<file path="src/sv/aoi_pkg.sv">
// ----------------------------------------------------------------------------
// aoi_pkg
// Types, constants and the microprogram of the oscillator integrator.
// ----------------------------------------------------------------------------
`default_nettype none

package aoi_pkg;

  localparam int WORD_W   = 32;
  localparam int FRAC_W   = 24;
  localparam int ENERGY_W = 48;
  localparam int DATA_W   = 48;
  localparam int PC_W     = 7;
  localparam int IDX_W    = 3;

  localparam logic [DATA_W-1:0] SIXTH_C = 48'd2796203;
  localparam logic [DATA_W-1:0] ONE_C   = 48'd1;

  localparam logic [FRAC_W-1:0] STEP_RST = 24'd16777;
  localparam logic [WORD_W-1:0] UNIT_RST = 32'h0100_0000;

  // Configuration register indexes
  localparam logic [IDX_W-1:0] CFG_STEP   = 3'd0;
  localparam logic [IDX_W-1:0] CFG_K1     = 3'd1;
  localparam logic [IDX_W-1:0] CFG_K2     = 3'd2;
  localparam logic [IDX_W-1:0] CFG_METHOD = 3'd3;
  localparam logic [IDX_W-1:0] CFG_X0     = 3'd4;
  localparam logic [IDX_W-1:0] CFG_V0     = 3'd5;

  // Microprogram entry points
  localparam logic [PC_W-1:0] PC_RK4    = 7'd0;
  localparam logic [PC_W-1:0] PC_LFINIT = 7'd55;
  localparam logic [PC_W-1:0] PC_LF     = 7'd60;
  localparam logic [PC_W-1:0] PC_ENERGY = 7'd74;

  typedef enum logic [2:0] {
    OP_MUL = 3'd0,
    OP_ADD = 3'd1,
    OP_NEG = 3'd2,
    OP_GOE = 3'd3,
    OP_END = 3'd4
  } op_e;

  typedef enum logic [4:0] {
    R_X    = 5'd0,
    R_V    = 5'd1,
    R_A    = 5'd2,
    R_XS   = 5'd3,
    R_VS   = 5'd4,
    R_SX   = 5'd5,
    R_SV   = 5'd6,
    R_P    = 5'd7,
    R_R    = 5'd8,
    R_D    = 5'd9,
    R_E    = 5'd10,
    R_T    = 5'd11,
    R_Q    = 5'd12,
    C_H    = 5'd13,
    C_K1   = 5'd14,
    C_K2   = 5'd15,
    C_SIX  = 5'd16,
    C_ONE  = 5'd17,
    C_ZERO = 5'd18
  } reg_e;

  typedef enum logic [1:0] {
    SH_HALF  = 2'd0,
    SH_FRAC  = 2'd1,
    SH_FRAC1 = 2'd2,
    SH_FRAC2 = 2'd3
  } shsel_e;

  typedef struct packed {
    op_e    op;
    reg_e   a;
    reg_e   b;
    reg_e   dst;
    shsel_e sh;
    logic   wide;
  } instr_t;

  typedef struct packed {
    instr_t ins;
    logic   alu_we;
    logic   mul_start;
    logic   mul_we;
    logic   load;
    logic   out_load;
  } ctl_t;

  function automatic instr_t mk(op_e op, reg_e a, reg_e b, reg_e d, shsel_e sh,
                                logic w);
    instr_t i;
    i.op   = op;
    i.a    = a;
    i.b    = b;
    i.dst  = d;
    i.sh   = sh;
    i.wide = w;
    return i;
  endfunction

  // Microprogram: Runge-Kutta, leapfrog (with first-step acceleration) and energy
  function automatic instr_t rom(logic [PC_W-1:0] pc);
    instr_t i;
    unique case (pc)
      7'd0:  i = mk(OP_MUL, C_H,  R_V,    R_D,  SH_FRAC, 1'b0);
      7'd1:  i = mk(OP_ADD, R_D,  C_ZERO, R_SX, SH_FRAC, 1'b0);
      7'd2:  i = mk(OP_MUL, R_X,  R_X,    R_Q,  SH_FRAC, 1'b0);
      7'd3:  i = mk(OP_MUL, C_K2, R_Q,    R_T,  SH_FRAC, 1'b0);
      7'd4:  i = mk(OP_ADD, R_T,  C_K1,   R_T,  SH_FRAC, 1'b0);
      7'd5:  i = mk(OP_MUL, R_T,  R_X,    R_T,  SH_FRAC, 1'b0);
      7'd6:  i = mk(OP_NEG, R_T,  C_ZERO, R_E,  SH_FRAC, 1'b0);
      7'd7:  i = mk(OP_MUL, C_H,  R_E,    R_E,  SH_FRAC, 1'b0);
      7'd8:  i = mk(OP_ADD, R_E,  C_ZERO, R_SV, SH_FRAC, 1'b0);
      7'd9:  i = mk(OP_MUL, R_D,  C_ONE,  R_D,  SH_HALF, 1'b0);
      7'd10: i = mk(OP_ADD, R_X,  R_D,    R_XS, SH_FRAC, 1'b0);
      7'd11: i = mk(OP_MUL, R_E,  C_ONE,  R_E,  SH_HALF, 1'b0);
      7'd12: i = mk(OP_ADD, R_V,  R_E,    R_VS, SH_FRAC, 1'b0);
      7'd13: i = mk(OP_MUL, C_H,  R_VS,   R_D,  SH_FRAC, 1'b0);
      7'd14: i = mk(OP_MUL, R_XS, R_XS,   R_Q,  SH_FRAC, 1'b0);
      7'd15: i = mk(OP_MUL, C_K2, R_Q,    R_T,  SH_FRAC, 1'b0);
      7'd16: i = mk(OP_ADD, R_T,  C_K1,   R_T,  SH_FRAC, 1'b0);
      7'd17: i = mk(OP_MUL, R_T,  R_XS,   R_T,  SH_FRAC, 1'b0);
      7'd18: i = mk(OP_NEG, R_T,  C_ZERO, R_E,  SH_FRAC, 1'b0);
      7'd19: i = mk(OP_MUL, C_H,  R_E,    R_E,  SH_FRAC, 1'b0);
      7'd20: i = mk(OP_ADD, R_D,  C_ZERO, R_P,  SH_FRAC, 1'b0);
      7'd21: i = mk(OP_ADD, R_E,  C_ZERO, R_R,  SH_FRAC, 1'b0);
      7'd22: i = mk(OP_MUL, R_D,  C_ONE,  R_D,  SH_HALF, 1'b0);
      7'd23: i = mk(OP_ADD, R_X,  R_D,    R_XS, SH_FRAC, 1'b0);
      7'd24: i = mk(OP_MUL, R_E,  C_ONE,  R_E,  SH_HALF, 1'b0);
      7'd25: i = mk(OP_ADD, R_V,  R_E,    R_VS, SH_FRAC, 1'b0);
      7'd26: i = mk(OP_MUL, C_H,  R_VS,   R_D,  SH_FRAC, 1'b0);
      7'd27: i = mk(OP_MUL, R_XS, R_XS,   R_Q,  SH_FRAC, 1'b0);
      7'd28: i = mk(OP_MUL, C_K2, R_Q,    R_T,  SH_FRAC, 1'b0);
      7'd29: i = mk(OP_ADD, R_T,  C_K1,   R_T,  SH_FRAC, 1'b0);
      7'd30: i = mk(OP_MUL, R_T,  R_XS,   R_T,  SH_FRAC, 1'b0);
      7'd31: i = mk(OP_NEG, R_T,  C_ZERO, R_E,  SH_FRAC, 1'b0);
      7'd32: i = mk(OP_MUL, C_H,  R_E,    R_E,  SH_FRAC, 1'b0);
      7'd33: i = mk(OP_ADD, R_P,  R_D,    R_P,  SH_FRAC, 1'b0);
      7'd34: i = mk(OP_ADD, R_R,  R_E,    R_R,  SH_FRAC, 1'b0);
      7'd35: i = mk(OP_ADD, R_X,  R_D,    R_XS, SH_FRAC, 1'b0);
      7'd36: i = mk(OP_ADD, R_V,  R_E,    R_VS, SH_FRAC, 1'b0);
      7'd37: i = mk(OP_MUL, C_H,  R_VS,   R_D,  SH_FRAC, 1'b0);
      7'd38: i = mk(OP_MUL, R_XS, R_XS,   R_Q,  SH_FRAC, 1'b0);
      7'd39: i = mk(OP_MUL, C_K2, R_Q,    R_T,  SH_FRAC, 1'b0);
      7'd40: i = mk(OP_ADD, R_T,  C_K1,   R_T,  SH_FRAC, 1'b0);
      7'd41: i = mk(OP_MUL, R_T,  R_XS,   R_T,  SH_FRAC, 1'b0);
      7'd42: i = mk(OP_NEG, R_T,  C_ZERO, R_E,  SH_FRAC, 1'b0);
      7'd43: i = mk(OP_MUL, C_H,  R_E,    R_E,  SH_FRAC, 1'b0);
      7'd44: i = mk(OP_ADD, R_P,  R_P,    R_P,  SH_FRAC, 1'b0);
      7'd45: i = mk(OP_ADD, R_SX, R_P,    R_SX, SH_FRAC, 1'b0);
      7'd46: i = mk(OP_ADD, R_SX, R_D,    R_SX, SH_FRAC, 1'b0);
      7'd47: i = mk(OP_ADD, R_R,  R_R,    R_R,  SH_FRAC, 1'b0);
      7'd48: i = mk(OP_ADD, R_SV, R_R,    R_SV, SH_FRAC, 1'b0);
      7'd49: i = mk(OP_ADD, R_SV, R_E,    R_SV, SH_FRAC, 1'b0);
      7'd50: i = mk(OP_MUL, R_SX, C_SIX,  R_SX, SH_FRAC, 1'b0);
      7'd51: i = mk(OP_ADD, R_X,  R_SX,   R_X,  SH_FRAC, 1'b0);
      7'd52: i = mk(OP_MUL, R_SV, C_SIX,  R_SV, SH_FRAC, 1'b0);
      7'd53: i = mk(OP_ADD, R_V,  R_SV,   R_V,  SH_FRAC, 1'b0);
      7'd54: i = mk(OP_GOE, R_X,  R_X,    R_X,  SH_FRAC, 1'b0);
      7'd55: i = mk(OP_MUL, R_X,  R_X,    R_Q,  SH_FRAC, 1'b0);
      7'd56: i = mk(OP_MUL, C_K2, R_Q,    R_T,  SH_FRAC, 1'b0);
      7'd57: i = mk(OP_ADD, R_T,  C_K1,   R_T,  SH_FRAC, 1'b0);
      7'd58: i = mk(OP_MUL, R_T,  R_X,    R_T,  SH_FRAC, 1'b0);
      7'd59: i = mk(OP_NEG, R_T,  C_ZERO, R_A,  SH_FRAC, 1'b0);
      7'd60: i = mk(OP_MUL, C_H,  R_A,    R_E,  SH_FRAC, 1'b0);
      7'd61: i = mk(OP_MUL, R_E,  C_ONE,  R_E,  SH_HALF, 1'b0);
      7'd62: i = mk(OP_ADD, R_V,  R_E,    R_V,  SH_FRAC, 1'b0);
      7'd63: i = mk(OP_MUL, C_H,  R_V,    R_D,  SH_FRAC, 1'b0);
      7'd64: i = mk(OP_ADD, R_X,  R_D,    R_X,  SH_FRAC, 1'b0);
      7'd65: i = mk(OP_MUL, R_X,  R_X,    R_Q,  SH_FRAC, 1'b0);
      7'd66: i = mk(OP_MUL, C_K2, R_Q,    R_T,  SH_FRAC, 1'b0);
      7'd67: i = mk(OP_ADD, R_T,  C_K1,   R_T,  SH_FRAC, 1'b0);
      7'd68: i = mk(OP_MUL, R_T,  R_X,    R_T,  SH_FRAC, 1'b0);
      7'd69: i = mk(OP_NEG, R_T,  C_ZERO, R_A,  SH_FRAC, 1'b0);
      7'd70: i = mk(OP_MUL, C_H,  R_A,    R_E,  SH_FRAC, 1'b0);
      7'd71: i = mk(OP_MUL, R_E,  C_ONE,  R_E,  SH_HALF, 1'b0);
      7'd72: i = mk(OP_ADD, R_V,  R_E,    R_V,  SH_FRAC, 1'b0);
      7'd73: i = mk(OP_GOE, R_X,  R_X,    R_X,  SH_FRAC, 1'b0);
      7'd74: i = mk(OP_MUL, R_V,  R_V,    R_T,  SH_FRAC1, 1'b1);
      7'd75: i = mk(OP_MUL, R_X,  R_X,    R_Q,  SH_FRAC, 1'b1);
      7'd76: i = mk(OP_MUL, C_K1, R_Q,    R_D,  SH_FRAC1, 1'b1);
      7'd77: i = mk(OP_MUL, R_Q,  R_Q,    R_Q,  SH_FRAC, 1'b1);
      7'd78: i = mk(OP_MUL, C_K2, R_Q,    R_E,  SH_FRAC2, 1'b1);
      7'd79: i = mk(OP_ADD, R_T,  R_D,    R_T,  SH_FRAC, 1'b1);
      7'd80: i = mk(OP_ADD, R_T,  R_E,    R_T,  SH_FRAC, 1'b1);
      default: i = mk(OP_END, R_X, R_X,   R_X,  SH_FRAC, 1'b0);
    endcase
    return i;
  endfunction

endpackage

`default_nettype wire

</file>
<file path="src/sv/aoi_mul.sv">
// ----------------------------------------------------------------------------
// aoi_mul
// Shared multi-cycle multiplier: exact product, round half away from zero,
// shift and saturate to 32 or 48 bits.
// ----------------------------------------------------------------------------
`default_nettype none

module aoi_mul (
  input  wire logic                       clk_i,
  input  wire logic                       rst_ni,
  input  wire logic                       start_i,
  input  wire logic [aoi_pkg::DATA_W-1:0] a_i,
  input  wire logic [aoi_pkg::DATA_W-1:0] b_i,
  input  wire aoi_pkg::shsel_e            sh_i,
  input  wire logic                       wide_i,
  output logic                            done_o,
  output logic [aoi_pkg::DATA_W-1:0]      res_o
);
  import aoi_pkg::*;

  typedef enum logic [3:0] {
    M_IDLE = 4'b0001,
    M_LO   = 4'b0010,
    M_HI   = 4'b0100,
    M_FIN  = 4'b1000
  } mstate_e;

  mstate_e           state_q, state_d;
  logic              done_q;
  logic [DATA_W-1:0] ma_q, mb_q, res_q;
  logic              neg_q, wide_q;
  shsel_e            sh_q;
  logic [95:0]       acc_q;
  logic [23:0]       chunk;
  logic [71:0]       pp;
  logic [95:0]       rnd, shd;
  logic [DATA_W-1:0] mag, sgn, sat_v;
  logic              over;

  // Advance the phase sequence
  always_comb begin
    state_d = state_q;
    unique case (state_q)
      M_IDLE: if (start_i) state_d = M_LO;
      M_LO:   state_d = M_HI;
      M_HI:   state_d = M_FIN;
      M_FIN:  state_d = M_IDLE;
      default: state_d = M_IDLE;
    endcase
  end

  always_ff @(posedge clk_i or negedge rst_ni) begin
    if (!rst_ni) begin
      state_q <= M_IDLE;
      done_q  <= 1'b0;
    end else begin
      state_q <= state_d;
      done_q  <= (state_q == M_FIN);
    end
  end

  // One 48x24 partial product per cycle
  assign chunk = (state_q == M_LO) ? mb_q[23:0] : mb_q[47:24];
  assign pp    = 72'(ma_q) * 72'(chunk);

  // Round, shift and saturate
  always_comb begin
    unique case (sh_q)
      SH_HALF: begin
        rnd = acc_q + 96'd1;
        shd = rnd >> 1;
      end
      SH_FRAC: begin
        rnd = acc_q + (96'd1 << (FRAC_W - 1));
        shd = rnd >> FRAC_W;
      end
      SH_FRAC1: begin
        rnd = acc_q + (96'd1 << FRAC_W);
        shd = rnd >> (FRAC_W + 1);
      end
      default: begin
        rnd = acc_q + (96'd1 << (FRAC_W + 1));
        shd = rnd >> (FRAC_W + 2);
      end
    endcase
    over  = wide_q ? (|shd[95:47]) : (|shd[95:31]);
    mag   = shd[DATA_W-1:0];
    sgn   = neg_q ? (48'd0 - mag) : mag;
    if (wide_q) begin
      sat_v = neg_q ? 48'h8000_0000_0000 : 48'h7FFF_FFFF_FFFF;
    end else begin
      sat_v = neg_q ? 48'hFFFF_8000_0000 : 48'h0000_7FFF_FFFF;
    end
  end

  // Hold operands and accumulate
  always_ff @(posedge clk_i) begin
    unique case (state_q)
      M_IDLE: begin
        if (start_i) begin
          ma_q   <= a_i[DATA_W-1] ? (48'd0 - a_i) : a_i;
          mb_q   <= b_i[DATA_W-1] ? (48'd0 - b_i) : b_i;
          neg_q  <= a_i[DATA_W-1] ^ b_i[DATA_W-1];
          sh_q   <= sh_i;
          wide_q <= wide_i;
        end
      end
      M_LO:  acc_q <= 96'(pp);
      M_HI:  acc_q <= acc_q + (96'(pp) << 24);
      M_FIN: res_q <= over ? sat_v : sgn;
      default: ;
    endcase
  end

  assign done_o = done_q;
  assign res_o  = res_q;

endmodule

`default_nettype wire

</file>
<file path="config.mk">
export PLATFORM = sky130hd
export DESIGN_NAME = aoi_mul
export DESIGN_NICKNAME = d
export VERILOG_FILES = /design/src/sv/aoi_pkg.sv /design/src/sv/aoi_mul.sv
export SDC_FILE = /design/constraint.sdc
export NUM_CORES = 2
export LEC_CHECK = 0
export BUFFER_PORTS_ARGS = -buffer_cell sky130_fd_sc_hd__buf_4
export CAP_MARGIN = 20
export CORE_MARGIN = 4
export CORE_UTILIZATION = 60
export CTS_BUF_LIST = sky130_fd_sc_hd__clkbuf_4 sky130_fd_sc_hd__clkbuf_8
export CTS_CLUSTER_DIAMETER = 40
export DETAILED_ROUTE_END_ITERATION = 8
export PLACE_DENSITY_LB_ADDON = 0.3
export SLEW_MARGIN = 20
export SYNTH_ARGS = -nofsm -noshare
export SYNTH_HDL_FRONTEND = slang
export SYNTH_SLANG_ARGS = --single-unit
</file>
<file path="constraint.sdc">
create_clock -name clk_i -period 12.2 [get_ports clk_i]
set_input_delay 2.44 -clock clk_i [delete_from_list [all_inputs] [get_ports clk_i]]
set_output_delay 2.44 -clock clk_i [all_outputs]
set_load 0.03 [all_outputs]
</file>
=== Word-level counts from Yosys, hierarchy flattened ===
Cells that the tools add are included.

* Output and inout bits: 49
* Bits in registers: 249

* Eq/ne operators: 7
* Multipliers: 1
* Reductions and logical operators: 5
* Mux-type cells: 13
* Add/sub/neg operators: 8
* Bitwise operators: 1

{| class="wikitable"
|+ Operator list
! operator !! number
|-
| case mux 95 bit (3 select lines) || 1
|-
| 2-to-1 mux 48 bit || 5
|-
| case mux 96 bit (2 select lines) || 1
|-
| subtractor 1 x 48 -> 48 bit, first input constant || 3
|-
| adder 96 x 1 -> 96 bit, second input constant || 1
|-
| adder 96 x 24 -> 96 bit, second input constant || 1
|-
| adder 96 x 25 -> 96 bit, second input constant || 1
|-
| adder 96 x 26 -> 96 bit, second input constant || 1
|-
| adder 96 bit || 1
|-
| 2-to-1 mux 47 bit || 2
|-
| multiplier 48 x 24 -> 72 bit || 1
|-
| OR reduction 65 bit || 1
|-
| OR reduction 49 bit || 1
|-
| 2-to-1 mux 24 bit || 1
|-
| case mux 4 bit (3 select lines) || 1
|-
| == test 4 x 1 -> 1 bit, second input constant || 1
|-
| == test 4 x 2 -> 1 bit, second input constant || 1
|-
| == test 4 x 3 -> 1 bit, second input constant || 1
|-
| == test 4 bit, second input constant || 1
|-
| 2-to-1 mux 4 bit || 1
|-
| == test 2 x 1 -> 1 bit, second input constant || 1
|-
| == test 2 bit, second input constant || 1
|-
| logical NOT 2 bit || 1
|-
| != test 2 bit, second input constant || 1
|-
| other kinds (4) || 4
|}

=== Depth between registers and ports, before layout ===
* Depth in word-level cells: 5
* Depth in mapped cells: 43

=== Worst setup path before layout ===
OpenSTA, ideal clock, no wires.

* Kind: input port to flip-flop
* Start: in start_i
* End: reg ma_q[0], enable pin
* Arrival: 11986 ps
* Setup slack: -594 ps
* Stages: 2
* Cells stage by stage: nand2_1 > nor4_1

* Word-level cells in the longest chain between the ends: 1

{| class="wikitable"
|+ RTL lines
! what !! line !! source
|-
| from (decl) || aoi_mul.sv:11 || <nowiki>input wire logic start_i,</nowiki>
|-
| AND reduction 2 bit (no source line) || - ||
|-
| to (signal assigned) || aoi_mul.sv:101 || <nowiki>ma_q <= a_i[DATA_W-1] ? (48'd0 - a_i) : a_i;</nowiki>
|-
| to (decl) || aoi_mul.sv:30 || <nowiki>logic [DATA_W-1:0] ma_q, mb_q, res_q;</nowiki>
|}

No other way between the ends.
A chain may end at the register's enable or synchronous reset.

=== Worst setup path in the final report ===
* Start: reg state_q[3]
* End: reg acc_q[93] (data pin)

* Word-level cells in the longest chain between the ends: 5
* Elaborated cells between the ends (all ways): 6

{| class="wikitable"
|+ RTL lines
! what !! line !! source
|-
| from (decl) || aoi_mul.sv:28 || <nowiki>mstate_e state_q, state_d;</nowiki>
|-
| from (signal assigned) || aoi_mul.sv:57 || <nowiki>state_q <= state_d;</nowiki>
|-
| == test 4 x 2 -> 1 bit || aoi_mul.sv:63, aoi_mul.sv:98 ||
|-
| 2-to-1 mux 24 bit || aoi_mul.sv:63 || <nowiki>assign chunk = (state_q == M_LO) ? mb_q[23:0] : mb_q[47:24];</nowiki>
|-
| multiplier 48 x 24 -> 72 bit || aoi_mul.sv:64 || <nowiki>assign pp = 72'(ma_q) * 72'(chunk);</nowiki>
|-
| adder 96 bit || aoi_mul.sv:109 || <nowiki>M_HI: acc_q <= acc_q + (96'(pp) << 24);</nowiki>
|-
| case mux 96 bit (2 select lines) * || aoi_mul.sv:98 || <nowiki>unique case (state_q)</nowiki>
|-
| to (signal assigned) || aoi_mul.sv:108 || <nowiki>M_LO: acc_q <= 96'(pp);</nowiki>
|-
| to (signal assigned) || aoi_mul.sv:109 ||
|-
| to (decl) || aoi_mul.sv:33 || <nowiki>logic [95:0] acc_q;</nowiki>
|}

Every way passes the cells marked *; elsewhere a longest branch is shown, timed or not.

==> results.txt <==
----------------------------------------------------
[Die]
  Core footprint ... 101600 µm²
  X dimension of the die ... 327.7 µm
  Initial core utilization ... 60.37%
  Site row count ... 117
  Die outline height ... 327.7 µm
  Number of primary I/O pins ... 151
  Die area ... 107400 µm²

[Critical path]
  Worst setup EP type ... flop
  Most repeated library cell on the critical path ... sky130_fd_sc_hd__fa_1
  Crit path launch type ... flop
  Crit path largest cell delay ... 550 ps
  Type of the setup path with the least slack ... flop to flop
  Biggest fanout along the worst timing path ... 49
  WP data required ... 12550 ps
  Data arrival time of the critical path ... 12180 ps
  Cell with the biggest individual delay on the critical path ... sky130_fd_sc_hd__fa_1

[Clock network]
  H-tree lvl count ... 2
  Clock network latency to the later pin of the worst-skew pair ... 780 ps
  Clock root buffer master ... sky130_fd_sc_hd__clkbuf_8
  CTS clk-pin slew, worst paths ... 60 ps
  Number of buffers added by the clock tree synthesis step ... 52
  Deepest clock path buffer count ... 3
  TritonCTS clock tree ... done
  Clk sink count ... 249

[Route]
  Via count ... 53.88k
  Detailed Route Iter0 Violations ... 5534
  Final wirelength ... 220.5 mm
  Initial DRT Pass Iterations ... 6
  Detail Route Antenna Nets ... 0
  Final routed DRC violation total ... 0
  Via density per instance ... 6.346
  Routed WL per cell ... 25.97 µm

[Global route]
  Gr ovfl total ... 0
  Vias in the first global route ... 55.17k
  Number of antenna violations at the first check in global routing ... 16
  Wire length of the first global-routing pass ... 334.0 mm
  Largest net degree at the start of global routing ... 77
  Combined global-route utilization of all metal layers ... 40.96%

[STA]
  Tightest Pin Transition ... 1220 ps
  Setup skew after layout ... 157.2 ps
  Post-route fraction of the period consumed by the critical path ... 97.02%
  Slew Limit Fails ... 0
  Setup-failing EPs final ... 0
  Maximum clock frequency ... 84.49 MHz
  Worst slew margin relative to its limit ... 17.98%
  Fin crit period ... 11840 ps
  Number of hold violations in the final report ... 0

[Placed design]
  Count of placed standard cells including taps ... 8376
  HPWL Detailed ... 171.1 mm
  Routability cong. ... 1.066
  Number of I/O port buffers ... 150

[Synth]
  Cell type with the largest total area after synthesis ... sky130_fd_sc_hd__fa_1
  Gate count after technology mapping ... 7176
  Cell Area, Synth ... 61330 µm²
  Simple-gate share of the synthesized area ... 21.50%
  Post-synth EDFFs ... 244
  Combinational family with the most area after synthesis ... adder cells
  Adder-cell share of the synthesized area ... 38.82%
  Synth Warn # ... 0
  Synthesized-area fraction occupied by ao, oa, aoi and oai cells ... 10.61%
  Post-synth top cells ... sky130_fd_sc_hd__inv_1, sky130_fd_sc_hd__fa_1, sky130_fd_sc_hd__nand2_1
  Dominant cells by area after synthesis ... sky130_fd_sc_hd__fa_1, sky130_fd_sc_hd__edfxtp_1, sky130_fd_sc_hd__inv_1
  Post-synthesis average cell area ... 8.547 µm²
  Number of register bits inferred by synthesis ... 249
  Most instantiated library cell after synthesis ... sky130_fd_sc_hd__inv_1
  Synthesized net count ... 8574
  Number of library cell types mapped by synthesis ... 85
  Synth Area in XOR/XNOR ... 5.449%
  Mux cell area share after synthesis ... 1.604%
  Fraction of synthesis flops using an asynchronous set or reset pin ... 2.008%
  Share of the yosys chip area belonging to registers ... 12.15%
  Main synth FF type ... sky130_fd_sc_hd__edfxtp_1
  Area fraction of the dominant cell type after synthesis ... 33.00%

[Layout]
  Area taken by multi-input logic gates ... 48040 µm²
  Fraction of layout instances using a drive strength above 1 ... 7.450%
  Total number of nets in the final design ... 8469
  Footprint of the flip-flops and latches ... 7453 µm²
  Post-layout instance count excluding filler cells ... 8490
  Filler cells ... 8717
  Synth-to-layout area growth ... 6.161%

[Status]
  Outcome ... finished clean

[Job]
  Maximum Capacitance Violations ... 0

[Min path]
  Worst hold path type ... flop to flop

----------------------------------------------------
==> cell usage in the layout, fill, tap and decap left out, types with 34 or more instances in the layout <==
cell type                  count
sky130_fd_sc_hd__inv_1      1148
sky130_fd_sc_hd__nor4_1       98
sky130_fd_sc_hd__buf_4       287
sky130_fd_sc_hd__o21ai_0     225
sky130_fd_sc_hd__o31ai_1      51
sky130_fd_sc_hd__ha_1        285
sky130_fd_sc_hd__or4_1        60
sky130_fd_sc_hd__a21o_1      112
sky130_fd_sc_hd__xor2_1      121
sky130_fd_sc_hd__and4_1       45
sky130_fd_sc_hd__nor2_1      211
sky130_fd_sc_hd__nor2b_1     168
sky130_fd_sc_hd__nand4_1     163
sky130_fd_sc_hd__fa_1       1011
sky130_fd_sc_hd__a31oi_1      36
sky130_fd_sc_hd__xnor2_1     255
sky130_fd_sc_hd__or3_1        34
sky130_fd_sc_hd__nand3_1     134
sky130_fd_sc_hd__edfxtp_1    244
sky130_fd_sc_hd__clkbuf_8     52
sky130_fd_sc_hd__and2_1      400
sky130_fd_sc_hd__nand2_1     984
sky130_fd_sc_hd__a21oi_1     218
sky130_fd_sc_hd__nor3_1      115
==> worst paths after layout <==
path	from	to	slack (ps)	cells past startpoint
worst max-delay path	state_q[3]	acc_q[93]	360	38
worst min-delay path	state_q[1]	state_q[1]	590	1
worst max register to register	state_q[3]	acc_q[93]	360	38
worst min register to register	state_q[1]	state_q[1]	590	1
max in group asynchronous	rst_ni	state_q[0]	10480	1
min in group asynchronous	rst_ni	done_o	1520	1
==> layout make-up <==
type,count,share of cell area (%)
Inverter,1148,6.618
Multi-Input combinational cell,5318,73.79
Antenna cell,8,0.03075
Clock inverter,32,0.5227
Timing Repair Buffer,302,3.713
Sequential cell,249,11.45
Clock buffer,65,1.249
Tap cell,1368,2.629
==> repair_timing <==
action	CTS	global route
setup endpoints to repair	0	13
hold buffers	0	0
gates resized for setup	0	22
setup buffers	0	1
endpoints found under the hold margin	0	0
==> metrics by stage <==
step                instance area (µm²)  hold WS (ps)  worst slack, ps  setup TNS, ps  utilization, %
floorplan                         61340         486.5            151.9              0               -
global route                      65100         619.8           -115.6         -115.6           64.08
global placement                  63650         564.1            274.0              0           62.65
detailed placement                63660         588.2            199.1              0           62.66
CTS                               64820         592.4            88.33              0           63.80
finish                            65110         592.3            364.0              0           64.09
==> cell families (layout without fill, tap and decap cells) <==
logic type                 count (synthesis)  count (layout)
DFF                                      249             249
adders and majority gates               1296            1296
muxes                                     80              80
AOI/OAI and AO/OA                        982             982
other                                      0               8
buffers and inverters                   1609            1547
xor gates and xnor gates                 380             380
and+or+nand+nor                         2580            2580
==> registers in the layout, summed over array words and instances (netlist names) <==
name,flops
ma_q,48
state_q,4
wide_q,1
mb_q,48
neg_q,1
acc_q,96
done_o,1
res_o,48
sh_q,2
==> metal layers <==
layer / vias to the layer above / share of wire, % / track usage [%] / wire length (µm)
met1: 26450 / 37 / 51.03 / 80470
met2: 3434 / 45 / 64.32 / 99280
met4: 10 / 6.8 / 23.03 / 14920
met3: 817 / 12 / 11.81 / 25590
met5: - / 0.084 / 0 / 186
li1: 23170 / - / - / -
==> worst max-delay path: cells and delay by family, from the launching register on <==
family	cells	cell delay, ps
flops	1	460
compound gates	12	3580
simple gates	6	1370
buf+inv	8	980
mux	2	590
fa+ha+maj	9	4150
xor+xnor	1	290
Power is left out: the tool's default activity adds up to more than one toggle a clock period on the data nets, which glitch-free logic cannot reach.
