**config.mk**
```make
export PLATFORM = sky130hd
export DESIGN_NAME = aoi_ctrl
export DESIGN_NICKNAME = d
export VERILOG_FILES = /design/src/sv/aoi_pkg.sv /design/src/sv/aoi_ctrl.sv
export SDC_FILE = /design/constraint.sdc
export NUM_CORES = 1
export LEC_CHECK = 0
export BUFFER_PORTS_ARGS = -buffer_cell sky130_fd_sc_hd__buf_2
export CORE_MARGIN = 2
export CORE_UTILIZATION = 50
export DETAILED_ROUTE_END_ITERATION = 10
export PLACE_DENSITY = 0.69
export SLEW_MARGIN = 20
export SYNTH_ARGS = -nofsm -noshare
export SYNTH_HDL_FRONTEND = slang
export SYNTH_SLANG_ARGS = --single-unit
```
**constraint.sdc**
```tcl
create_clock -name clk_i -period 8.95 [get_ports clk_i]
set_input_delay 2.685 -clock clk_i [delete_from_list [all_inputs] [get_ports clk_i]]
set_output_delay 2.685 -clock clk_i [all_outputs]
set_load 0.01 [all_outputs]
```
**src/sv/aoi_pkg.sv**
```systemverilog
// ----------------------------------------------------------------------------
// aoi_pkg
// Types, constants and the microprogram of the oscillator integrator.
// ----------------------------------------------------------------------------
`default_nettype none

package aoi_pkg;

  localparam int WORD_W   = 32;
  localparam int FRAC_W   = 24;
  localparam int ENERGY_W = 48;
  localparam int DATA_W   = 48;
  localparam int PC_W     = 7;
  localparam int IDX_W    = 3;

  localparam logic [DATA_W-1:0] SIXTH_C = 48'd2796203;
  localparam logic [DATA_W-1:0] ONE_C   = 48'd1;

  localparam logic [FRAC_W-1:0] STEP_RST = 24'd16777;
  localparam logic [WORD_W-1:0] UNIT_RST = 32'h0100_0000;

  // Configuration register indexes
  localparam logic [IDX_W-1:0] CFG_STEP   = 3'd0;
  localparam logic [IDX_W-1:0] CFG_K1     = 3'd1;
  localparam logic [IDX_W-1:0] CFG_K2     = 3'd2;
  localparam logic [IDX_W-1:0] CFG_METHOD = 3'd3;
  localparam logic [IDX_W-1:0] CFG_X0     = 3'd4;
  localparam logic [IDX_W-1:0] CFG_V0     = 3'd5;

  // Microprogram entry points
  localparam logic [PC_W-1:0] PC_RK4    = 7'd0;
  localparam logic [PC_W-1:0] PC_LFINIT = 7'd55;
  localparam logic [PC_W-1:0] PC_LF     = 7'd60;
  localparam logic [PC_W-1:0] PC_ENERGY = 7'd74;

  typedef enum logic [2:0] {
    OP_MUL = 3'd0,
    OP_ADD = 3'd1,
    OP_NEG = 3'd2,
    OP_GOE = 3'd3,
    OP_END = 3'd4
  } op_e;

  typedef enum logic [4:0] {
    R_X    = 5'd0,
    R_V    = 5'd1,
    R_A    = 5'd2,
    R_XS   = 5'd3,
    R_VS   = 5'd4,
    R_SX   = 5'd5,
    R_SV   = 5'd6,
    R_P    = 5'd7,
    R_R    = 5'd8,
    R_D    = 5'd9,
    R_E    = 5'd10,
    R_T    = 5'd11,
    R_Q    = 5'd12,
    C_H    = 5'd13,
    C_K1   = 5'd14,
    C_K2   = 5'd15,
    C_SIX  = 5'd16,
    C_ONE  = 5'd17,
    C_ZERO = 5'd18
  } reg_e;

  typedef enum logic [1:0] {
    SH_HALF  = 2'd0,
    SH_FRAC  = 2'd1,
    SH_FRAC1 = 2'd2,
    SH_FRAC2 = 2'd3
  } shsel_e;

  typedef struct packed {
    op_e    op;
    reg_e   a;
    reg_e   b;
    reg_e   dst;
    shsel_e sh;
    logic   wide;
  } instr_t;

  typedef struct packed {
    instr_t ins;
    logic   alu_we;
    logic   mul_start;
    logic   mul_we;
    logic   load;
    logic   out_load;
  } ctl_t;

  function automatic instr_t mk(op_e op, reg_e a, reg_e b, reg_e d, shsel_e sh,
                                logic w);
    instr_t i;
    i.op   = op;
    i.a    = a;
    i.b    = b;
    i.dst  = d;
    i.sh   = sh;
    i.wide = w;
    return i;
  endfunction

  // Microprogram: Runge-Kutta, leapfrog (with first-step acceleration) and energy
  function automatic instr_t rom(logic [PC_W-1:0] pc);
    instr_t i;
    unique case (pc)
      7'd0:  i = mk(OP_MUL, C_H,  R_V,    R_D,  SH_FRAC, 1'b0);
      7'd1:  i = mk(OP_ADD, R_D,  C_ZERO, R_SX, SH_FRAC, 1'b0);
      7'd2:  i = mk(OP_MUL, R_X,  R_X,    R_Q,  SH_FRAC, 1'b0);
      7'd3:  i = mk(OP_MUL, C_K2, R_Q,    R_T,  SH_FRAC, 1'b0);
      7'd4:  i = mk(OP_ADD, R_T,  C_K1,   R_T,  SH_FRAC, 1'b0);
      7'd5:  i = mk(OP_MUL, R_T,  R_X,    R_T,  SH_FRAC, 1'b0);
      7'd6:  i = mk(OP_NEG, R_T,  C_ZERO, R_E,  SH_FRAC, 1'b0);
      7'd7:  i = mk(OP_MUL, C_H,  R_E,    R_E,  SH_FRAC, 1'b0);
      7'd8:  i = mk(OP_ADD, R_E,  C_ZERO, R_SV, SH_FRAC, 1'b0);
      7'd9:  i = mk(OP_MUL, R_D,  C_ONE,  R_D,  SH_HALF, 1'b0);
      7'd10: i = mk(OP_ADD, R_X,  R_D,    R_XS, SH_FRAC, 1'b0);
      7'd11: i = mk(OP_MUL, R_E,  C_ONE,  R_E,  SH_HALF, 1'b0);
      7'd12: i = mk(OP_ADD, R_V,  R_E,    R_VS, SH_FRAC, 1'b0);
      7'd13: i = mk(OP_MUL, C_H,  R_VS,   R_D,  SH_FRAC, 1'b0);
      7'd14: i = mk(OP_MUL, R_XS, R_XS,   R_Q,  SH_FRAC, 1'b0);
      7'd15: i = mk(OP_MUL, C_K2, R_Q,    R_T,  SH_FRAC, 1'b0);
      7'd16: i = mk(OP_ADD, R_T,  C_K1,   R_T,  SH_FRAC, 1'b0);
      7'd17: i = mk(OP_MUL, R_T,  R_XS,   R_T,  SH_FRAC, 1'b0);
      7'd18: i = mk(OP_NEG, R_T,  C_ZERO, R_E,  SH_FRAC, 1'b0);
      7'd19: i = mk(OP_MUL, C_H,  R_E,    R_E,  SH_FRAC, 1'b0);
      7'd20: i = mk(OP_ADD, R_D,  C_ZERO, R_P,  SH_FRAC, 1'b0);
      7'd21: i = mk(OP_ADD, R_E,  C_ZERO, R_R,  SH_FRAC, 1'b0);
      7'd22: i = mk(OP_MUL, R_D,  C_ONE,  R_D,  SH_HALF, 1'b0);
      7'd23: i = mk(OP_ADD, R_X,  R_D,    R_XS, SH_FRAC, 1'b0);
      7'd24: i = mk(OP_MUL, R_E,  C_ONE,  R_E,  SH_HALF, 1'b0);
      7'd25: i = mk(OP_ADD, R_V,  R_E,    R_VS, SH_FRAC, 1'b0);
      7'd26: i = mk(OP_MUL, C_H,  R_VS,   R_D,  SH_FRAC, 1'b0);
      7'd27: i = mk(OP_MUL, R_XS, R_XS,   R_Q,  SH_FRAC, 1'b0);
      7'd28: i = mk(OP_MUL, C_K2, R_Q,    R_T,  SH_FRAC, 1'b0);
      7'd29: i = mk(OP_ADD, R_T,  C_K1,   R_T,  SH_FRAC, 1'b0);
      7'd30: i = mk(OP_MUL, R_T,  R_XS,   R_T,  SH_FRAC, 1'b0);
      7'd31: i = mk(OP_NEG, R_T,  C_ZERO, R_E,  SH_FRAC, 1'b0);
      7'd32: i = mk(OP_MUL, C_H,  R_E,    R_E,  SH_FRAC, 1'b0);
      7'd33: i = mk(OP_ADD, R_P,  R_D,    R_P,  SH_FRAC, 1'b0);
      7'd34: i = mk(OP_ADD, R_R,  R_E,    R_R,  SH_FRAC, 1'b0);
      7'd35: i = mk(OP_ADD, R_X,  R_D,    R_XS, SH_FRAC, 1'b0);
      7'd36: i = mk(OP_ADD, R_V,  R_E,    R_VS, SH_FRAC, 1'b0);
      7'd37: i = mk(OP_MUL, C_H,  R_VS,   R_D,  SH_FRAC, 1'b0);
      7'd38: i = mk(OP_MUL, R_XS, R_XS,   R_Q,  SH_FRAC, 1'b0);
      7'd39: i = mk(OP_MUL, C_K2, R_Q,    R_T,  SH_FRAC, 1'b0);
      7'd40: i = mk(OP_ADD, R_T,  C_K1,   R_T,  SH_FRAC, 1'b0);
      7'd41: i = mk(OP_MUL, R_T,  R_XS,   R_T,  SH_FRAC, 1'b0);
      7'd42: i = mk(OP_NEG, R_T,  C_ZERO, R_E,  SH_FRAC, 1'b0);
      7'd43: i = mk(OP_MUL, C_H,  R_E,    R_E,  SH_FRAC, 1'b0);
      7'd44: i = mk(OP_ADD, R_P,  R_P,    R_P,  SH_FRAC, 1'b0);
      7'd45: i = mk(OP_ADD, R_SX, R_P,    R_SX, SH_FRAC, 1'b0);
      7'd46: i = mk(OP_ADD, R_SX, R_D,    R_SX, SH_FRAC, 1'b0);
      7'd47: i = mk(OP_ADD, R_R,  R_R,    R_R,  SH_FRAC, 1'b0);
      7'd48: i = mk(OP_ADD, R_SV, R_R,    R_SV, SH_FRAC, 1'b0);
      7'd49: i = mk(OP_ADD, R_SV, R_E,    R_SV, SH_FRAC, 1'b0);
      7'd50: i = mk(OP_MUL, R_SX, C_SIX,  R_SX, SH_FRAC, 1'b0);
      7'd51: i = mk(OP_ADD, R_X,  R_SX,   R_X,  SH_FRAC, 1'b0);
      7'd52: i = mk(OP_MUL, R_SV, C_SIX,  R_SV, SH_FRAC, 1'b0);
      7'd53: i = mk(OP_ADD, R_V,  R_SV,   R_V,  SH_FRAC, 1'b0);
      7'd54: i = mk(OP_GOE, R_X,  R_X,    R_X,  SH_FRAC, 1'b0);
      7'd55: i = mk(OP_MUL, R_X,  R_X,    R_Q,  SH_FRAC, 1'b0);
      7'd56: i = mk(OP_MUL, C_K2, R_Q,    R_T,  SH_FRAC, 1'b0);
      7'd57: i = mk(OP_ADD, R_T,  C_K1,   R_T,  SH_FRAC, 1'b0);
      7'd58: i = mk(OP_MUL, R_T,  R_X,    R_T,  SH_FRAC, 1'b0);
      7'd59: i = mk(OP_NEG, R_T,  C_ZERO, R_A,  SH_FRAC, 1'b0);
      7'd60: i = mk(OP_MUL, C_H,  R_A,    R_E,  SH_FRAC, 1'b0);
      7'd61: i = mk(OP_MUL, R_E,  C_ONE,  R_E,  SH_HALF, 1'b0);
      7'd62: i = mk(OP_ADD, R_V,  R_E,    R_V,  SH_FRAC, 1'b0);
      7'd63: i = mk(OP_MUL, C_H,  R_V,    R_D,  SH_FRAC, 1'b0);
      7'd64: i = mk(OP_ADD, R_X,  R_D,    R_X,  SH_FRAC, 1'b0);
      7'd65: i = mk(OP_MUL, R_X,  R_X,    R_Q,  SH_FRAC, 1'b0);
      7'd66: i = mk(OP_MUL, C_K2, R_Q,    R_T,  SH_FRAC, 1'b0);
      7'd67: i = mk(OP_ADD, R_T,  C_K1,   R_T,  SH_FRAC, 1'b0);
      7'd68: i = mk(OP_MUL, R_T,  R_X,    R_T,  SH_FRAC, 1'b0);
      7'd69: i = mk(OP_NEG, R_T,  C_ZERO, R_A,  SH_FRAC, 1'b0);
      7'd70: i = mk(OP_MUL, C_H,  R_A,    R_E,  SH_FRAC, 1'b0);
      7'd71: i = mk(OP_MUL, R_E,  C_ONE,  R_E,  SH_HALF, 1'b0);
      7'd72: i = mk(OP_ADD, R_V,  R_E,    R_V,  SH_FRAC, 1'b0);
      7'd73: i = mk(OP_GOE, R_X,  R_X,    R_X,  SH_FRAC, 1'b0);
      7'd74: i = mk(OP_MUL, R_V,  R_V,    R_T,  SH_FRAC1, 1'b1);
      7'd75: i = mk(OP_MUL, R_X,  R_X,    R_Q,  SH_FRAC, 1'b1);
      7'd76: i = mk(OP_MUL, C_K1, R_Q,    R_D,  SH_FRAC1, 1'b1);
      7'd77: i = mk(OP_MUL, R_Q,  R_Q,    R_Q,  SH_FRAC, 1'b1);
      7'd78: i = mk(OP_MUL, C_K2, R_Q,    R_E,  SH_FRAC2, 1'b1);
      7'd79: i = mk(OP_ADD, R_T,  R_D,    R_T,  SH_FRAC, 1'b1);
      7'd80: i = mk(OP_ADD, R_T,  R_E,    R_T,  SH_FRAC, 1'b1);
      default: i = mk(OP_END, R_X, R_X,   R_X,  SH_FRAC, 1'b0);
    endcase
    return i;
  endfunction

endpackage

`default_nettype wire

```
**src/sv/aoi_ctrl.sv**
```systemverilog
// ----------------------------------------------------------------------------
// aoi_ctrl
// Microprogram sequencer: program counter, instruction fetch, item handshake
// and the held-acceleration valid flag.
// ----------------------------------------------------------------------------
`default_nettype none

module aoi_ctrl (
  input  wire logic  clk_i,
  input  wire logic  rst_ni,
  input  wire logic  in_valid_i,
  input  wire logic  restart_i,
  input  wire logic  method_i,
  input  wire logic  clr_av_i,
  input  wire logic  mul_done_i,
  input  wire logic  out_valid_i,
  input  wire logic  out_ready_i,
  output logic       in_ready_o,
  output aoi_pkg::ctl_t ctl_o
);
  import aoi_pkg::*;

  typedef enum logic [3:0] {
    S_IDLE = 4'b0001,
    S_EXEC = 4'b0010,
    S_WAIT = 4'b0100,
    S_OUT  = 4'b1000
  } cstate_e;

  cstate_e         state_q, state_d;
  logic [PC_W-1:0] pc_q, pc_d;
  logic            av_q, av_d;
  instr_t          ins;

  assign ins = rom(pc_q);

  // Sequence the microprogram
  always_comb begin
    state_d       = state_q;
    pc_d          = pc_q;
    av_d          = clr_av_i ? 1'b0 : av_q;
    ctl_o.ins       = ins;
    ctl_o.alu_we    = 1'b0;
    ctl_o.mul_start = 1'b0;
    ctl_o.mul_we    = 1'b0;
    ctl_o.load      = 1'b0;
    ctl_o.out_load  = 1'b0;
    unique case (state_q)
      S_IDLE: begin
        if (in_valid_i) begin
          state_d = S_EXEC;
          priority if (restart_i) begin
            ctl_o.load = 1'b1;
            pc_d       = PC_ENERGY;
            av_d       = 1'b0;
          end else if (method_i) begin
            pc_d = av_q ? PC_LF : PC_LFINIT;
            av_d = 1'b1;
          end else begin
            pc_d = PC_RK4;
            av_d = 1'b0;
          end
        end
      end
      S_EXEC: begin
        unique case (ins.op)
          OP_MUL: begin
            ctl_o.mul_start = 1'b1;
            state_d         = S_WAIT;
          end
          OP_ADD, OP_NEG: begin
            ctl_o.alu_we = 1'b1;
            pc_d         = pc_q + 7'd1;
          end
          OP_GOE: pc_d = PC_ENERGY;
          default: state_d = S_OUT;
        endcase
      end
      S_WAIT: begin
        if (mul_done_i) begin
          ctl_o.mul_we = 1'b1;
          pc_d         = pc_q + 7'd1;
          state_d      = S_EXEC;
        end
      end
      S_OUT: begin
        if (!out_valid_i || out_ready_i) begin
          ctl_o.out_load = 1'b1;
          state_d        = S_IDLE;
        end
      end
      default: state_d = S_IDLE;
    endcase
  end

  always_ff @(posedge clk_i or negedge rst_ni) begin
    if (!rst_ni) begin
      state_q <= S_IDLE;
      pc_q    <= PC_RK4;
      av_q    <= 1'b0;
    end else begin
      state_q <= state_d;
      pc_q    <= pc_d;
      av_q    <= av_d;
    end
  end

  assign in_ready_o = (state_q == S_IDLE);

endmodule

`default_nettype wire

```
# Word-level counts from Yosys, hierarchy flattened
# Memory sizes are Yosys's and may differ from the RTL's.
# Index checks and enable logic that the tools add are counted.
# word_totals
in_bits,9
elab_cells,52
out_inout_bits,27
mem_count,1
mem_bits_ro,2432
reg_bits,12
# mem_list
memory,words,width,rd,rd_ports_with_merged_regs,wr,line,source
(name not given),128,19,1,0,0,aoi_pkg.sv:106,unique case (pc)
# classes
addsub,1
reduce_logical,8
n_eq_ne,12
mux,27
# op_table
operator,n
7-bit 2-to-1 mux,3
7-bit case mux with 3 select lines,1
4-bit 2-to-1 mux,4
4-bit case mux with 4 select lines,1
1-bit 2-to-1 mux,14
7-bit case mux with 2 select lines,1
2-bit != test (second input constant),4
4-bit case mux with 2 select lines,1
4-bit AND reduction,2
7-bit by 1-bit adder with 7-bit output (second input constant),1
3-bit by 2-bit equality test with 1-bit output (second input constant),2
6-bit 2-to-1 mux,1
4-bit by 1-bit equality test with 1-bit output (second input constant),1
4-bit by 2-bit equality test with 1-bit output (second input constant),1
4-bit by 3-bit equality test with 1-bit output (second input constant),1
4-bit equality test (second input constant),1
3-bit by 1-bit equality test with 1-bit output (second input constant),1
3-bit logical NOT,1
3-bit by 1-bit != test with 1-bit output (second input constant),1
3-bit nonzero test,1
3-bit OR reduction,1
2-bit 2-to-1 mux,1
2-bit OR reduction,1
1-bit logical NOT,1
1-bit logical OR,1

# Longest topological paths before layout
# Gate-level depths: netlist of the first run.
# depth
word_depth,5
mapped_depth,13
depth_no_buf,9

# Least setup slack after synthesis of the first run
# Ideal clock, no wire load.
# synth_timing
path_type,input to output
start,input port out_valid_i
end,output port ctl_o[0] (netlist name)
path_slack_ns,2.899
arrival_time_ns,3.366
path_buffers,0
path_stages,3
path_cell_list,nor2b_1 or3_1 nor3_1
# synth_lines
element,line,source
from (decl),aoi_ctrl.sv:16,"input wire logic out_valid_i,"
to (decl),aoi_ctrl.sv:19,output aoi_pkg::ctl_t ctl_o

==> summary.md, run 1 <==
| Metric | Value |
|---|---|
| Final period util | `0.689` |
| DR vias | `~3400` |
| R2R Path Start | `pc_q[0]$_DFFE_PN0P_` |
| Final Non-Filler Cells | `around 500` |
| Port buffer count | `33` |
| Hold Crit Class | `reg -> reg` |
| First DRT Iteration DRCs | `approximately 530` |
| Largest family of logic cells by synthesized area | `compound AO/OA/AOI/OAI gates` |
| Hold path depth | `2` |
| Hold EP | `av_q$_DFF_PN0_` |
| Post-synth EDFFs | `0` |
| Total CTS buffers | `3` |
| Avg Inst Size Synth | `slightly below 7 um2` |
| Total wire length | `9640 um` |
| ANT nets after route | `0` |
| Reg-to-reg slack, setup | `approximately 5.3 ns` |
| Most used DFF post-synth | `dfrtp_1` |
| H-tree depth | `1` |
| Post-synthesis adder-cell area fraction | `0.0853` |
| Gr usage total | `0.302` |
| Synthesized area | `between 2000 and 3000 um2` |
| Share of layout cells above drive strength 1 | `0.137` |
| Pre-CTS setup slack | `between 2 and 3 ns` |
| RSZ-0062 raised after global routing | `false` |
| Final Skew | `0.00569 ns` |
| R2R depth | `10` |
| CP Class | `in -> out` |
| Final Worst Setup Slack | `around 2.8 ns` |
| Final net count | `461` |
| Area after DPL | `2990 um2` |
| Total negative slack | `0 ns` |
| Crit path max fanout | `3` |
| Worst reg2reg endpoint | `pc_q[4]$_DFFE_PN0P_` |
| Number of synthesized register bits | `12` |
| Status | `finished clean` |
| Cts hold-fix bufs | `0` |
| CTS Buffer Depth | `2` |
| Post-layout min period | `slightly above 6 ns` |
| CTS Root Cell | `clkbuf_8` |
| Drt wl/cell | `~19 um` |
| Final Cell Area | `slightly above 3000 um2` |
| Max_slew headroom | `0.515` |
| Largest net degree at the start of global routing | `slightly below 80` |
| TritonCTS clock tree | `done` |
| Die width | `80.6 um` |
| LEAKAGE | `around 0.0012 uW` |
| DRC errors left | `0` |
| Worst Tran Pin Value | `slightly above 0.7 ns` |
| Count of final hold-check violations | `0` |
| Ys async rst share | `1.00` |
| Core area | `~5600 um2` |
| Row cnt | `27` |
| Diode count | `0` |
| I/O pin count | `36` |
| Yosys warns | `0` |
| Worst vdd ir | `between 0.0002 and 0.00025 V` |
| Netlist cell types | `77` |
| Power Density | `around 480 nW/um2` |
| Critical Path Start Type | `primary input` |
| Crit path required time | `about 6.3 ns` |
| # Max-Cap Violations | `0` |
| Clock transition at path regs | `0.05 ns` |
| Latest clock arrival within the worst-skew pair | `~0.25 ns` |
| Vias per std cell | `6.76` |
| First-pass GRT wire length | `between 15000 and 20000 um` |
| Clock sink count | `12` |
| # fillers | `580` |
| Mapped Cells | `between 400 and 500` |
| Initial Util | `0.527` |
| Compound-Gate Fraction of Synth Area | `0.390` |
| Total grt overflow | `0` |
| Die H | `between 80 and 90 um` |
| Final Max Slew Viols | `0` |
| Initial antenna violation count | `0` |
| Post-DP HPWL | `about 6300 um` |
| Drt first pass iters | `5` |
| Seq/Total Area, Yosys | `0.103` |
| Inst Count DP | `roughly 500` |
| GP Congestion | `0.975` |
| Power after layout | `approximately 1500 uW` |
| Endpoint type of the worst setup path | `output pin` |
| Simple-gate share of the synthesized area | `0.279` |
| Syn-to-layout area delta | `3.71%` |
| Max Freq | `162 MHz` |
| Final setup fails | `0` |
| HP Start | `av_q$_DFF_PN0_` |
| Mux cell area share after synthesis | `0.0281` |
| Post-CTS Resized | `0` |
| Post-Synth XOR/XNOR Area | `0.00895` |
| Vias in the first global route | `a little over 3000` |
| Worst EP arrival | `approximately 3.5 ns` |
| Postcts setup bufs | `0` |
| DIE AREA | `approximately 6500 um2` |
critical path: stages:
cell and delay, ns:
buf_2 0.09, nor2b_1 0.13, or3_1 0.30, nor3_1 0.12, buf_2 0.15
kinds of logic (layout without fill, tap and decap cells):
group                      count (synthesis)  after routing
DFF                                       12             12
other                                      1              2
AOI/OAI and AO/OA                        167            167
and+or+nand+nor                          164            164
adders and majority gates                 20             20
muxes                                      7              7
xor gates and xnor gates                   3              3
buffers and inverters                     59             56
through the flow:
| step | hold WS (ns) | utilization |
|---|---|---|
| 5_1_grt | 0.599 | 0.546 |
| 2_1_floorplan | 0.518 | - |
| 4_1_cts | 0.589 | 0.546 |
| 3_5_place_dp | 0.577 | 0.536 |
| 3_3_place_gp | 0.556 | 0.536 |
| 6_report | 0.586 | 0.546 |
cell usage after synthesis, types with 6 or more instances:
| master | n | area, um2 |
|---|---|---|
| nand2b_1 | 9 | 56.3 |
| a21oi_1 | 36 | 180 |
| nor2b_1 | 9 | 56.3 |
| inv_1 | 10 | 37.5 |
| a31oi_1 | 9 | 56.3 |
| o22ai_1 | 11 | 68.8 |
| nand3_1 | 12 | 60.1 |
| buf_6 | 6 | 67.6 |
| mux2i_1 | 6 | 60.1 |
| nor3_1 | 16 | 80.1 |
| nand2_1 | 44 | 165 |
| ha_1 | 20 | 250 |
| clkbuf_1 | 22 | 82.6 |
| buf_2 | 8 | 40.0 |
| a211oi_1 | 15 | 113 |
| nor2_1 | 41 | 154 |
| dfrtp_1 | 11 | 275 |
| nor3b_1 | 6 | 45.0 |
| o21ai_0 | 38 | 190 |
worst max path at each step:
stage / startpoint / to / slack [ns]
finish: out_valid_i / ctl_o[0] / 2.79
global route: out_valid_i / ctl_o[0] / 2.74
CTS: out_valid_i / ctl_o[0] / 2.79
detailed placement: out_valid_i / ctl_o[0] / 2.79
global placement: out_valid_i / ctl_o[0] / 2.80
floorplan: out_valid_i / ctl_o[0] / 2.90
sequential cells by signal, indices dropped and copies added, names as in the netlist:
register  count
pc_q          7
state_q       4
av_q          1
power by group:
part           switching [uW]  internal, uW  leakage (uW)  total (uW)
Sequential               38.8          79.0      0.000144         118
Combinational             808           466       0.00104        1270
Clock                    21.1          38.9     0.0000288        60.0
final cells by class:
type,instances,area (um2),share of cell area
multi-input cells,363,2330,0.766
inverters,12,45.0,0.0148
well taps,72,90.1,0.0296
repair buffers,40,218,0.0715
clock buffers,4,55.1,0.0181
flip-flops and latches,12,305,0.100
placed cells by master, fill, tap and decap left out, drive strengths merged, types with 3 or more instances in the layout:
cell,netlist,final
clkbuf,24,4
mux2i,6,6
nand4,3,3
a21oi,37,37
a22oi,3,3
o22ai,11,11
o32ai,5,5
nor2b,9,9
inv,11,11
o21bai,4,4
nor3b,6,6
o32a,3,3
or3,3,3
dfrtp,11,11
nor3,16,16
buf,23,40
a31oi,10,10
ha,20,20
o211ai,4,4
nand2,44,44
nand2b,9,9
nor2,41,41
nand3b,5,5
o21ai,39,39
a211oi,15,15
and3,3,3
nand3,12,12
o221ai,4,4
o311ai,3,3
layer usage:
| metal | wire length (um) | part of all wire | GRT usage | up-vias |
|---|---|---|---|---|
| met4 | 170 | 0.018 | 0.0712 | 0 |
| li1 | - | - | - | 1616 |
| met3 | 1050 | 0.11 | 0.0640 | 21 |
| met2 | 4160 | 0.43 | 0.440 | 211 |
| met5 | 0 | 0 | 0 | - |
| met1 | 4260 | 0.44 | 0.449 | 1553 |
(Power assumes the default switching activity.)
==> run 2: changes to the inputs <==
PLACE_DENSITY = 0.72   (was 0.69)
clock period = 5.19 ns   (was 8.95 ns; I/O delays follow)
==> summary.md, run 2 (same netlist as run 1, synthesis figures left out) <==
| Metric | Value |
|---|---|
| Status | `finished clean` |
| Reg-to-reg slack, setup | `between 1.5 and 2 ns` |
| Gr usage total | `0.317` |
| Max Freq | `219 MHz` |
| Commonest cells after routing, fill and taps aside | `nand2_1 (44), nor2_1 (41), o21ai_0 (38)` |
| Max_slew headroom | `0.471` |
| WL met2 | `between 4000 and 5000 um` |
| Diode count | `0` |
| Highest Signal Layer | `met4` |
| # Max-Cap Violations | `0` |
| Post-layout min period | `roughly 4.6 ns` |
| CTS Buffer Depth | `2` |
| Worst Tran Pin Value | `0.794 ns` |
| Largest net degree at the start of global routing | `76` |
| Cts hold-fix bufs | `0` |
| Core area | `5570 um2` |
| CP Launch Point | `pc_q[1]$_DFFE_PN0P_` |
| Final Skew | `0.00426 ns` |
| Hold path depth | `2` |
| Total CTS buffers | `3` |
| CP Class | `reg -> out` |
| Critical Path Start Type | `flop` |
| HP Start | `av_q$_DFF_PN0_` |
| Latest clock arrival within the worst-skew pair | `0.24 ns` |
| Endpoint type of the worst setup path | `output pin` |
| Top reg by flops | `pc_q` |
| Syn-to-layout area delta | `5.50%` |
| Post-DP HPWL | `6920 um` |
| Clock sink count | `12` |
| DIE AREA | `6500 um2` |
| H-tree depth | `1` |
| Total negative slack | `0 ns` |
| Initial antenna violation count | `0` |
| Hold Crit Class | `reg -> reg` |
| Total wire length | `approximately 10000 um` |
| I/O pin count | `36` |
| Initial Util | `0.527` |
| Max reg flops | `7` |
| Total grt overflow | `0` |
| Worst EP arrival | `about 3.0 ns` |
| Vias per std cell | `roughly 7` |
| Final net count | `~470` |
| Biggest regs | `pc_q (7), state_q (4), av_q (1)` |
| TritonCTS clock tree | `done` |
| Row cnt | `27` |
| Final Max Slew Viols | `0` |
| Drt wl/cell | `roughly 20 um` |
| Final period util | `0.879` |
| Port buffer count | `33` |
| M1 wire length | `between 4000 and 5000 um` |
| Leading cell type in the layout, fill and taps excluded | `nand2_1` |
| RSZ-0062 raised after global routing | `false` |
| DRC errors left | `0` |
| Worst reg2reg endpoint | `pc_q[4]$_DFFE_PN0P_` |
| Count of final hold-check violations | `0` |
| Postcts setup bufs | `0` |
| Clock transition at path regs | `0.06 ns` |
| Crit path max fanout | `10` |
| R2R depth | `9` |
| Share of layout cells above drive strength 1 | `0.151` |
| Post-CTS Resized | `0` |
| Crit path required time | `between 3 and 4 ns` |
| CTS Root Cell | `clkbuf_8` |
| Final setup fails | `0` |
| R2R Path Start | `pc_q[1]$_DFFE_PN0P_` |
| Drt first pass iters | `5` |
| DR vias | `3580` |
| First DRT Iteration DRCs | `between 500 and 600` |
| ANT nets after route | `0` |
| Vias in the first global route | `between 3000 and 4000` |
| Hold EP | `av_q$_DFF_PN0_` |
| Met3 WL | `roughly 1200 um` |
| Die width | `80.6 um` |
| First-pass GRT wire length | `16300 um` |
| GP Congestion | `around 1.0` |
| Die H | `between 80 and 90 um` |
[run 2: metrics by stage]
step           hold WS (ns)  cells   util  cell area, um2  setup WS, ns
2_1_floorplan         0.518    434      -            2940          1.09
3_5_place_dp          0.563    506  0.546            3040         0.974
3_3_place_gp          0.555    506  0.546            3040          1.01
6_report              0.581    510  0.556            3100         0.628
5_1_grt               0.621    510  0.556            3100         0.462
4_1_cts               0.583    510  0.556            3100         0.693
[run 2: worst max path at each step]
| stage | end | cells past startpoint |
|---|---|---|
| 2_1_floorplan | ctl_o[4] | 11 |
| 3_3_place_gp | ctl_o[4] | 9 |
| 3_5_place_dp | ctl_o[4] | 9 |
| 4_1_cts | ctl_o[4] | 9 |
| 5_1_grt | ctl_o[15] | 10 |
| 6_report | ctl_o[4] | 9 |
[run 2: critical path: stages (launching register included)]
cell	delay [ns]
dfrtp_1	0.48
inv_1	0.29
ha_1	0.48
or3b_1	0.41
a21o_1	0.34
o21bai_4	0.25
nand3_1	0.19
xnor2_1	0.15
nor2_1	0.05
buf_2	0.13
[run 2: layout make-up]
cell class,count,area (um2)
tap,72,90.1
sequential,12,305
multi-input combinational,363,2330
timing repair buffer,47,270
fill,575,2480
clock buffer,4,55.1
inverter,12,45.0
[run 2: layer usage]
layer | up-vias | global-route usage
li1 | 1622 | -
met1 | 1633 | 0.436
met2 | 292 | 0.484
met3 | 33 | 0.0562
met4 | 0 | 0.131
met5 | - | 0
Power of run 2 is left out: the tool's default activity adds up to more than one toggle a clock period on the data nets, which glitch-free logic cannot reach.
==> run 3: changes to the inputs <==
CORE_ASPECT_RATIO = 0.6   (was unset)
==> summary.md, run 3 (same netlist as run 1, synthesis figures left out) <==
| Metric | Value |
|---|---|
| Status | `finished clean` |
| Biggest regs | `pc_q (7), state_q (4), av_q (1)` |
| DRC errors left | `0` |
| Die H | `about 63 um` |
| Postcts setup bufs | `0` |
| Latest clock arrival within the worst-skew pair | `between 0.2 and 0.3 ns` |
| Worst EP arrival | `approximately 3.2 ns` |
| Max Freq | `approximately 210 MHz` |
| Diode count | `0` |
| GP Congestion | `between 1 and 1.5` |
| Hold Crit Class | `reg -> reg` |
| Port buffer count | `33` |
| Drt first pass iters | `5` |
| CTS Buffer Depth | `2` |
| Cts hold-fix bufs | `0` |
| Vias in the first global route | `~3200` |
| H-tree depth | `1` |
| Count of final hold-check violations | `0` |
| RSZ-0062 raised after global routing | `false` |
| Syn-to-layout area delta | `5.07%` |
| DIE AREA | `6520 um2` |
| ANT nets after route | `0` |
| Met3 WL | `around 1900 um` |
| Vias per std cell | `about 7.0` |
| Total CTS buffers | `3` |
| # Max-Cap Violations | `0` |
| Commonest cells after routing, fill and taps aside | `nand2_1 (44), nor2_1 (41), o21ai_0 (38)` |
| Post-layout min period | `approximately 4.8 ns` |
| Endpoint type of the worst setup path | `output pin` |
| Top reg by flops | `pc_q` |
| Final period util | `0.925` |
| Drt wl/cell | `approximately 21 um` |
| Gr usage total | `0.334` |
| Final Max Slew Viols | `0` |
| First DRT Iteration DRCs | `626` |
| Critical Path Start Type | `flop` |
| WL met2 | `between 4000 and 5000 um` |
| Crit path required time | `3.63 ns` |
| Die width | `roughly 100 um` |
| Crit path max fanout | `28` |
| First-pass GRT wire length | `17100 um` |
| Worst Tran Pin Value | `0.851 ns` |
| Clock transition at path regs | `0.06 ns` |
| Final net count | `465` |
| Max reg flops | `7` |
| Largest net degree at the start of global routing | `slightly above 40` |
| DR vias | `between 3000 and 4000` |
| I/O pin count | `36` |
| M1 wire length | `roughly 4700 um` |
| Max_slew headroom | `0.418` |
| Row cnt | `21` |
| Initial Util | `0.522` |
| TritonCTS clock tree | `done` |
| Final setup fails | `0` |
| Initial antenna violation count | `0` |
| Post-DP HPWL | `7760 um` |
| Final Skew | `between 0.003 and 0.004 ns` |
| Total negative slack | `0 ns` |
| Total grt overflow | `0` |
| Share of layout cells above drive strength 1 | `0.145` |
| CTS Root Cell | `clkbuf_8` |
| Core area | `between 5000 and 6000 um2` |
| Clock sink count | `12` |
| Highest Signal Layer | `met4` |
| Leading cell type in the layout, fill and taps excluded | `nand2_1` |
| Post-CTS Resized | `0` |
| CP Class | `reg -> out` |
| # fillers | `approximately 570` |
| Total wire length | `about 11000 um` |
run 3: cell types whose count changed in the layout (fill, tap and decap cells not counted):
cell / before / now
buf_4: 14 / 11
run 3: path summary, 6_finish.rpt:
check | endpoint | depth (start not counted) | start | slack (ns)
setup / recovery | ctl_o[8] | 6 | pc_q[4]$_DFFE_PN0P_ | 0.39
hold / removal | av_q$_DFF_PN0_ | 2 | av_q$_DFF_PN0_ | 0.57
setup reg to reg | pc_q[1]$_DFFE_PN0P_ | 9 | pc_q[0]$_DFFE_PN0P_ | 1.60
hold reg to reg | av_q$_DFF_PN0_ | 2 | av_q$_DFF_PN0_ | 0.57
max in group asynchronous | state_q[0]$_DFFE_PN1P_ | 1 | rst_ni | 3.72
min in group asynchronous | pc_q[5]$_DFFE_PN0P_ | 1 | rst_ni | 1.19
run 3: per-stage QoR:
stage	hold WS, ns	instances	util	worst slack (ns)	cell area (um2)
5_1_grt	0.655	515	0.549	0.257	3080
3_3_place_gp	0.561	511	0.539	0.783	3030
2_1_floorplan	0.518	434	-	1.09	2940
4_1_cts	0.570	515	0.549	0.533	3080
6_report	0.569	515	0.549	0.389	3080
3_5_place_dp	0.554	511	0.539	0.830	3030
run 3: area by class of cell:
type                    count  area (um2)  share of cell area
flip-flops and latches     12         305              0.0990
repair buffers             44         248              0.0803
well taps                  80         100              0.0325
clock buffers               4        55.1              0.0178
inverters                  12        45.0              0.0146
multi-input cells         363        2330               0.756
run 3: critical path, cell delays in order (launching register included):
cell and delay, ns:
dfrtp_2 0.68, clkinv_1 0.66, nand2_1 0.47, a21oi_1 0.06, a2111oi_0 0.74, o32ai_1 0.18
buf_2 0.18
run 3: layer usage:
layer / track usage / up-vias
li1: - / 1615
met1: 0.530 / 1623
met2: 0.423 / 314
met3: 0.123 / 30
met4: 0.0510 / 0
met5: 0 / -
Power of run 3 is left out for the same reason.
